$ cat config.mk
export PLATFORM = sky130hd
export DESIGN_NAME = ijvm_operand_stack_top
export DESIGN_NICKNAME = d
export VERILOG_FILES = /design/src/design/ios_pkg.sv /design/src/design/ijvm_operand_stack_top.sv /design/src/design/ios_ram.sv /design/src/design/ios_ctrl.sv /design/src/design/ios_dp.sv
export SDC_FILE = /design/constraint.sdc
export NUM_CORES = 2
export LEC_CHECK = 0
export ABC_AREA = 0
export BUFFER_PORTS_ARGS = -buffer_cell sky130_fd_sc_hd__buf_2
export CORE_MARGIN = 2
export CORE_UTILIZATION = 50
export DETAILED_ROUTE_END_ITERATION = 10
export GPL_ROUTABILITY_DRIVEN = 1
export PLACE_DENSITY = 0.76
export SLEW_MARGIN = 20
export SYNTH_ARGS = -nofsm -noshare
export SYNTH_HDL_FRONTEND = slang
export SYNTH_SLANG_ARGS = --single-unit
$ cat constraint.sdc
create_clock -name clk -period 10.9 [get_ports clk]
set_clock_uncertainty 0.05 [all_clocks]
set_input_delay 2.18 -clock clk [delete_from_list [all_inputs] [get_ports clk]]
set_output_delay 2.18 -clock clk [all_outputs]
set_load 0.03 [all_outputs]
$ cat src/design/ios_pkg.sv
// ----------------------------------------------------------------------------
// ios_pkg
// shared types and constants of the operand stack
// ----------------------------------------------------------------------------
package ios_pkg;

    localparam int STACK_DEPTH_DEF = 16;
    localparam int WORD_W          = 32;
    localparam int DEPTH_W         = 5;
    localparam int KIND_W          = 2;
    localparam int STATUS_W        = 2;

    typedef enum logic [KIND_W-1:0] {
        BIPUSH = 2'd0,
        IADD   = 2'd1,
        ISUB   = 2'd2,
        IMUL   = 2'd3
    } op_t;

    typedef enum logic [STATUS_W-1:0] {
        STAT_OK        = 2'd0,
        STAT_UNDERFLOW = 2'd1,
        STAT_OVERFLOW  = 2'd2
    } status_t;

    typedef enum logic {
        ST_IDLE = 1'b0,
        ST_EXEC = 1'b1
    } state_t;

    typedef struct packed {
        logic load;
        logic exec;
    } cmd_t;

endpackage

$ cat src/design/ijvm_operand_stack_top.sv
// ----------------------------------------------------------------------------
// ijvm_operand_stack_top
// operand stack of a small stack machine: push immediate, add, sub, mul
// ----------------------------------------------------------------------------
//  channel  | dir | tdata                           | tuser
//  s_axis   | in  | immediate[31:0]                 | kind[1:0]
//  m_axis   | out | top_word[31:0], depth[36:32]    | status[1:0]
//
//  each transaction is accepted with a stack memory read, then executed once any held result is taken
//  the word directly below top is read from the stack ram; the top word is cached
//  one result transaction per input transaction, in order
//  reset clears the word count and output valid; stack ram needs no clearing
//  a stalled result holds; the next input is taken while it waits
// ----------------------------------------------------------------------------
module ijvm_operand_stack_top #(
    parameter int STACK_DEPTH = ios_pkg::STACK_DEPTH_DEF
) (
    input  logic        clk,
    input  logic        rst_n,
    input  logic        s_axis_tvalid,
    output logic        s_axis_tready,
    input  logic [31:0] s_axis_tdata,   // immediate[31:0]
    input  logic [1:0]  s_axis_tuser,   // kind[1:0]
    output logic        m_axis_tvalid,
    input  logic        m_axis_tready,
    output logic [39:0] m_axis_tdata,   // top_word[31:0], stack_depth[36:32], zero
    output logic [1:0]  m_axis_tuser    // status[1:0]
);

    import ios_pkg::*;

    cmd_t                cmd;
    logic [WORD_W-1:0]   top_word;
    logic [DEPTH_W-1:0]  stack_depth;

    ios_ctrl u_ctrl (
        .clk       (clk),
        .rst_n     (rst_n),
        .in_valid  (s_axis_tvalid),
        .in_ready  (s_axis_tready),
        .out_valid (m_axis_tvalid),
        .out_ready (m_axis_tready),
        .cmd       (cmd)
    );

    ios_dp #(
        .STACK_DEPTH (STACK_DEPTH)
    ) u_dp (
        .clk             (clk),
        .rst_n           (rst_n),
        .cmd             (cmd),
        .in_kind         (s_axis_tuser),
        .in_immediate    (s_axis_tdata),
        .out_top_word    (top_word),
        .out_stack_depth (stack_depth),
        .out_status      (m_axis_tuser)
    );

    assign m_axis_tdata = {3'b000, stack_depth, top_word};

endmodule

$ cat src/design/ios_ram.sv
// ----------------------------------------------------------------------------
// ios_ram
// generic single write port ram with registered read
// ----------------------------------------------------------------------------
module ios_ram #(
    parameter int WIDTH = 32,
    parameter int DEPTH = 16
) (
    input  logic                     clk,
    input  logic                     we,
    input  logic [$clog2(DEPTH)-1:0] waddr,
    input  logic [WIDTH-1:0]         wdata,
    input  logic                     re,
    input  logic [$clog2(DEPTH)-1:0] raddr,
    output logic [WIDTH-1:0]         rdata
);

    logic [WIDTH-1:0] mem [DEPTH];
    logic [WIDTH-1:0] rdata_reg;

    always_ff @(posedge clk)
    begin
        if (we)
        begin
            mem[waddr] <= wdata;
        end
        if (re)
        begin
            rdata_reg <= mem[raddr];
        end
    end

    assign rdata = rdata_reg;

endmodule

$ cat src/design/ios_ctrl.sv
// ----------------------------------------------------------------------------
// ios_ctrl
// controller: input handshake, execute sequencing and output valid
// ----------------------------------------------------------------------------
module ios_ctrl (
    input  logic          clk,
    input  logic          rst_n,
    input  logic          in_valid,
    output logic          in_ready,
    output logic          out_valid,
    input  logic          out_ready,
    output ios_pkg::cmd_t cmd
);

    import ios_pkg::*;

    state_t state_reg, state_next;
    logic   out_valid_reg, out_valid_next;

    always_ff @(posedge clk or negedge rst_n)
    begin
        if (!rst_n)
        begin
            state_reg     <= ST_IDLE;
            out_valid_reg <= 1'b0;
        end
        else
        begin
            state_reg     <= state_next;
            out_valid_reg <= out_valid_next;
        end
    end

    always_comb
    begin
        state_next     = state_reg;
        out_valid_next = out_valid_reg;
        in_ready       = 1'b0;
        cmd            = '0;
        if (out_valid_reg && out_ready)
        begin
            out_valid_next = 1'b0;
        end
        unique case (state_reg)
            ST_IDLE:
            begin
                in_ready = 1'b1;
                if (in_valid)
                begin
                    cmd.load   = 1'b1;
                    state_next = ST_EXEC;
                end
            end
            ST_EXEC:
            begin
                if (!out_valid_reg || out_ready)
                begin
                    cmd.exec       = 1'b1;
                    out_valid_next = 1'b1;
                    state_next     = ST_IDLE;
                end
            end
            default:
            begin
                state_next = ST_IDLE;
            end
        endcase
    end

    assign out_valid = out_valid_reg;

    // load only from idle, and always followed by execute
    a_load_idle: assert property (@(posedge clk) disable iff (!rst_n)
        cmd.load |-> state_reg == ST_IDLE)
        else $error("load outside idle");

    a_load_then_exec: assert property (@(posedge clk) disable iff (!rst_n)
        cmd.load |=> state_reg == ST_EXEC)
        else $error("load not followed by execute");

    // a held result is never overwritten
    a_no_overwrite: assert property (@(posedge clk) disable iff (!rst_n)
        cmd.exec |-> (!out_valid_reg || out_ready))
        else $error("result overwritten while held");

endmodule

$ cat src/design/ios_dp.sv
// ----------------------------------------------------------------------------
// ios_dp
// datapath: stack memory, cached top word, word count, alu and result register
// ----------------------------------------------------------------------------
module ios_dp #(
    parameter int STACK_DEPTH = ios_pkg::STACK_DEPTH_DEF
) (
    input  logic                            clk,
    input  logic                            rst_n,
    input  ios_pkg::cmd_t                   cmd,
    input  logic [ios_pkg::KIND_W-1:0]      in_kind,
    input  logic [ios_pkg::WORD_W-1:0]      in_immediate,
    output logic [ios_pkg::WORD_W-1:0]      out_top_word,
    output logic [ios_pkg::DEPTH_W-1:0]     out_stack_depth,
    output logic [ios_pkg::STATUS_W-1:0]    out_status
);

    import ios_pkg::*;

    localparam int AW = $clog2(STACK_DEPTH);
    localparam int CW = $clog2(STACK_DEPTH + 1);

    op_t                op_reg;
    logic [WORD_W-1:0]  imm_reg;
    logic [WORD_W-1:0]  top_reg, top_next;
    logic [CW-1:0]      count_reg, count_next;
    logic [WORD_W-1:0]  out_top_reg, out_top_next;
    logic [DEPTH_W-1:0] out_depth_reg;
    status_t            out_status_reg, status_next;

    logic               ram_we;
    logic [AW-1:0]      ram_waddr;
    logic [WORD_W-1:0]  ram_wdata;
    logic [WORD_W-1:0]  below;
    logic [WORD_W-1:0]  alu_result;
    logic               full;
    logic               few;

    ios_ram #(
        .WIDTH (WORD_W),
        .DEPTH (STACK_DEPTH)
    ) u_ram (
        .clk   (clk),
        .we    (ram_we),
        .waddr (ram_waddr),
        .wdata (ram_wdata),
        .re    (cmd.load),
        .raddr (AW'(count_reg - CW'(2))),
        .rdata (below)
    );

    assign full = (count_reg >= CW'(STACK_DEPTH));
    assign few  = (count_reg < CW'(2));

    always_comb
    begin
        case (op_reg)
            IADD:    alu_result = below + top_reg;
            ISUB:    alu_result = below - top_reg;
            IMUL:    alu_result = below * top_reg;
            default: alu_result = below + top_reg;
        endcase
    end

    always_comb
    begin
        top_next    = top_reg;
        count_next  = count_reg;
        status_next = STAT_OK;
        ram_we      = 1'b0;
        ram_waddr   = AW'(count_reg);
        ram_wdata   = imm_reg;
        if (op_reg == BIPUSH)
        begin
            if (full)
            begin
                status_next = STAT_OVERFLOW;
            end
            else
            begin
                ram_we     = cmd.exec;
                top_next   = imm_reg;
                count_next = count_reg + CW'(1);
            end
        end
        else
        begin
            if (few)
            begin
                status_next = STAT_UNDERFLOW;
            end
            else
            begin
                ram_we     = cmd.exec;
                ram_waddr  = AW'(count_reg - CW'(2));
                ram_wdata  = alu_result;
                top_next   = alu_result;
                count_next = count_reg - CW'(1);
            end
        end
        out_top_next = (count_next == '0) ? '0 : top_next;
    end

    always_ff @(posedge clk or negedge rst_n)
    begin
        if (!rst_n)
        begin
            count_reg <= '0;
        end
        else if (cmd.exec)
        begin
            count_reg <= count_next;
        end
    end

    always_ff @(posedge clk)
    begin
        if (cmd.load)
        begin
            op_reg  <= op_t'(in_kind);
            imm_reg <= in_immediate;
        end
        if (cmd.exec)
        begin
            top_reg        <= top_next;
            out_top_reg    <= out_top_next;
            out_depth_reg  <= DEPTH_W'(count_next);
            out_status_reg <= status_next;
        end
    end

    assign out_top_word    = out_top_reg;
    assign out_stack_depth = out_depth_reg;
    assign out_status      = out_status_reg;

    // word count stays within capacity
    a_count_range: assert property (@(posedge clk) disable iff (!rst_n)
        count_reg <= CW'(STACK_DEPTH))
        else $error("word count beyond capacity");

    // the count is untouched except by execute
    a_count_hold: assert property (@(posedge clk) disable iff (!rst_n)
        !cmd.exec |=> $stable(count_reg))
        else $error("word count changed without execute");

endmodule

# Yosys cells after proc, flatten, opt, wreduce, memory -nomap -nowiden
# Memories as Yosys holds them, arrays and structs flattened. A register that Yosys moved wholly into a read port is not among the register bits.
# Cells that the tools add are included.
# classes
n_addsub	5
n_mul	1
order_cmp	2
n_eq_ne	2
muxes	29
n_bitwise	1
reduce_logical	5
# op_table
operator	n
$mux 32	5
$pmux 32 s2	1
$add 32x32->32	1
$mul 32x32->32	1
$sub 32x32->32	1
$mux 1	15
$mux 5	3
$mux 4	2
$add 5x1->5 const B	1
$ge 5x5->1 const B	1
$logic_not 5->1	1
$lt 5x2->1 const B	1
$sub 5x1->5 const B	1
$eq 2x2->1 const B	2
$mux 2	2
$sub 4x2->4 const B	1
$logic_not 2->1	1
$pmux 1 s2	1
$logic_and 1x1->1	1
$logic_not 1->1	1
$logic_or 1x1->1	1
$not 1->1	1
# totals
register_bits	112
ramBits	512
input_bits	38
out_inout_bits	44
elab_cells	55
memories	1
# mem_list
name	words	width	read_ports	rd_ports_with_merged_regs	write_ports	line	rtl
u_dp.u_ram.mem	16	32	1	1	1	ios_ram.sv:18	logic [WIDTH-1:0] mem [DEPTH];

# Depth between registers and ports, before layout
# depth
depth_word	8
ltp_mapped	27
mapped_depth_nobuf	25

# Hierarchy
# Synthesis repeated with hierarchy kept, for this count alone.
# hier_totals
cells_unflattened	3343
hier_area_um2	43467.9
# by_module_without_submodules
module	n_inst	cells_each	area_per_inst_um2	seq_area_each_um2
ios_dp	1	2493	23173.5	3278.1
ios_ram	1	838	20174.3	16335.7
ios_ctrl	1	8	93.8	50.0
ijvm_operand_stack_top	1	4	26.3	0.0

# Least setup slack after synthesis
# Ideal clock, no wire load.
# synth_path
kind	reg2reg
start	register u_dp.top_reg[6]
end	memory u_dp.u_ram.mem[0][31] (data pin)
setup_ps	307
arrival_ps	7290
t_required_ps	10543
setup_slack_ps	3253
path_stages_with_launch	26
path_buffers	2
period_less_slack_ps	7647
cell_sequence	edfxtp_1 -> clkbuf_1 -> clkbuf_1 -> and2_1 -> fa_1 -> fa_1 -> fa_1 -> inv_1 -> fa_1 -> inv_1 -> fa_1 -> inv_1 -> fa_1 -> inv_1 -> fa_1 -> fa_1 -> ha_1 -> a21oi_1 -> o21ai_1 -> a311o_1 -> or3_1 -> o211ai_2 -> o21ai_0 -> xnor2_1 -> and2_1 -> a311o_1
# synth_between
elab_chain_cells	4
word_cells_on_any_way	6
classes_between	add/sub: 2; mul: 1; mux: 3
# synth_lines
element	line	rtl
start, declared	ios_dp.sv:25	logic [WORD_W-1:0] top_reg, top_next;
start signal, assigned	ios_dp.sv:125	top_reg <= top_next;
$mul 32x32->32 (tied with other cells)	ios_dp.sv:60	IMUL: alu_result = below * top_reg;
$pmux 32 s2 *	ios_dp.sv:57	case (op_reg)
$mux 32 *	ios_dp.sv:88	if (few)
$mux 32 *	ios_dp.sv:73	if (op_reg == BIPUSH)
net u_dp.ram_wdata[31]	ios_dp.sv:33	logic [WORD_W-1:0] ram_wdata;
end, declared	ios_ram.sv:18	
# Mark *: on every way through the listed nets, which the timed path passes. The rest lies on a longest branch.

# Worst setup path after layout
# layout_path
start	register u_dp.top_reg[5]
end	memory u_dp.u_ram.mem[9][31] (data pin)
# The elaborated chain is that of the path after synthesis.

==> reports/qor.txt <==
Number of global-route vias before repair - 27700
Row count - 108
DRC - 0
Clock insertion delay at the later pin of the skew report - 0.62 ns
Post-synth top cells - edfxtp_1 (649), fa_1 (409), inv_1 (396)
Most frequent cell after synthesis - edfxtp_1
Die ar. - 89200 µm²
Nets - 3896
Final Max Tran Viols - 0
Number of cells produced by synthesis - 3261
Kind of critical path - reg -> reg
Setup TNS Final - 0 ns
Share of post-route cells with drive strength above 1 - 13.3%
Synth warn - 0
Core Area - 86300 µm²
Finish-stage setup viols - 0
Htree depth - 2
Die Ht - 299 µm
Yosys top cell area share - 44.9%
Effective utilization at floorplan - 50.3%
Port Buffer Count - 78
Routability cong. - 0.941
Final Hold Fails - 0
Total Wirelength - 113000 µm
Most common flop cell mapped by yosys - edfxtp_1
Max Buffers Root-to-Sink - 3
CTS Hold Buffers Added - 0
Slew HR - 27.1%
Clock sinks - 656
Clk slew on worst S/H paths - 0.08 ns
Mapped Avg Cell Area - 13.3 µm²
Number of distinct library cells after synthesis - 82
Unrepaired setup endpoints after global routing - no
Clock root cell - clkbuf_16
Min-Delay Path Class - reg -> reg
All-Layer GR Usage - 25.8%
First-pass GRT wire length - 173000 µm
Initial antenna violation count - 3
DR iter-0 viols - 2775
Post_cts resized - 0
Most flops, register - u_dp.u_ram.mem
Final Critical Period - 8.58 ns
CTS tree - done
Pin slew with the least headroom to its limit - 1.09 ns
Wire per inst - 25.1 µm
Congestion Overflow GR - 0
Post-DR vias/cell - 5.88
Seq cells post-synth - 656
Post-synth EDFFs - 649
Fmax - 117 MHz
Area leader, netlist - edfxtp_1
Total CTS buffers - 56
Detailed placement HPWL - 75700 µm
Synthesized area - 43400 µm²
CP arrival - 8.78 ns
FFs w/ async S/R, synth - 1.07%
Layout area overhead - 8.35%
Max-cap violations - 0
Drt pass-1 iters - 6
Post-CTS setup buffer count - 0
Vias - 26400
Die width - 299 µm
Final cycle utilization of the critical path - 78.7%
Largest net degree at the start of global routing - 99
Worst Path Max Fanout - 30
Largest register FFs - 512
Required time of the critical path - 11.09 ns
Crit path launch type - flop
Area contributors post-synth - edfxtp_1 (45%), fa_1 (19%), mux4_2 (8.3%), ha_1 (4.6%), and2_1 (4.6%)
Outcome - finished clean
Worst setup EP type - flop
Seq/Total Area, Yosys - 45.3%
R2r setup slk - 2.32 ns
Top Ports - 82
Antenna-violating nets left - 0
==> cell type report <==
class / instances / area [µm²]
inverter: 398 / 1500
clock buffer: 66 / 1460
clock inverter: 36 / 387
sequential: 656 / 19700
tap: 1155 / 1450
antenna: 1 / 2.50
multi-input combinational: 2030 / 21600
timing repair buffer: 146 / 925
fill: 6871 / 39300
==> worst max-delay path, stage by stage, from the launching register on <==
cell	delay, ns
edfxtp_1	1.07
and2_1	0.28
fa_1	0.42
fa_1	0.50
fa_1	0.53
inv_1	0.06
fa_1	0.47
inv_1	0.05
fa_1	0.50
inv_1	0.06
fa_1	0.55
inv_1	0.05
fa_1	0.51
fa_1	0.43
ha_1	0.37
a21oi_1	0.19
o21ai_1	0.10
a311o_1	0.37
or3_1	0.33
o211ai_2	0.31
o21ai_0	0.18
xnor2_1	0.17
and2_1	0.17
a311o_1	0.47
==> metrics by stage <==
step / hold slack [ns] / std cells / setup WS (ns) / area (µm²) / utilization, %
detailed placement: 0.450 / 4384 / 2.57 / 45200 / 52.3
floorplan: 0.456 / 3263 / 3.25 / 43400 / -
global route: 0.527 / 4487 / 1.99 / 47000 / 54.5
global placement: 0.439 / 4383 / 2.63 / 45200 / 52.3
CTS: 0.466 / 4486 / 2.47 / 47000 / 54.5
finish: 0.463 / 4488 / 2.32 / 47000 / 54.5
==> kinds of logic after synthesis <==
logic type / share of synthesized area, %
buf+inv: 5.21
simple gates: 9.96
fa+ha+maj: 23.5
xor+xnor: 2.89
mux: 8.44
other cells: 0.00864
flops: 45.3
compound gates: 4.69
==> layer usage <==
| layer | routed length (µm) | global-route usage (%) | up-vias |
|---|---|---|---|
| li1 | - | - | 11200 |
| met1 | 43100 | 34.3 | 13700 |
| met2 | 56200 | 43.5 | 1276 |
| met3 | 8840 | 3.22 | 246 |
| met4 | 4640 | 10.2 | 2 |
| met5 | 12 | 0 | - |
==> cell usage in the layout (no fill, tap or decap), drive strengths merged, types with 4 or more instances in the layout <==
master	n
edfxtp	649
fa	409
inv	400
nand2	343
and2	319
ha	161
mux4	160
buf	145
xnor2	100
a21oi	86
nor2	82
clkbuf	67
xor2	40
a21o	37
o21ai	29
clkinv	23
o21a	22
nand3	21
o211ai	20
a22oi	17
a31oi	16
a211oi	16
nor3	16
or3	12
nand4	10
a221o	10
or2	10
and3	9
a22o	8
nand2b	7
bufinv	7
dfrtp	7
o31ai	6
nor2b	6
mux2i	5
o21bai	5
o22ai	4
clkinvlp	4
a21boi	4
==> final timing paths <==
path	startpoint	endpoint	cells past startpoint
max	u_dp.top_reg[5]	u_dp.u_ram.mem[9][31]	23
min	u_ctrl.out_valid	u_ctrl.out_valid	2
max reg2reg	u_dp.top_reg[5]	u_dp.u_ram.mem[9][31]	23
min reg2reg	u_ctrl.out_valid	u_ctrl.out_valid	2
max in group asynchronous	rst_n	u_dp.count_reg[1]	1
min in group asynchronous	rst_n	u_ctrl.state_reg	1
Power is left out: the tool's default activity adds up to more than one toggle a clock period on the data nets, which glitch-free logic cannot reach.
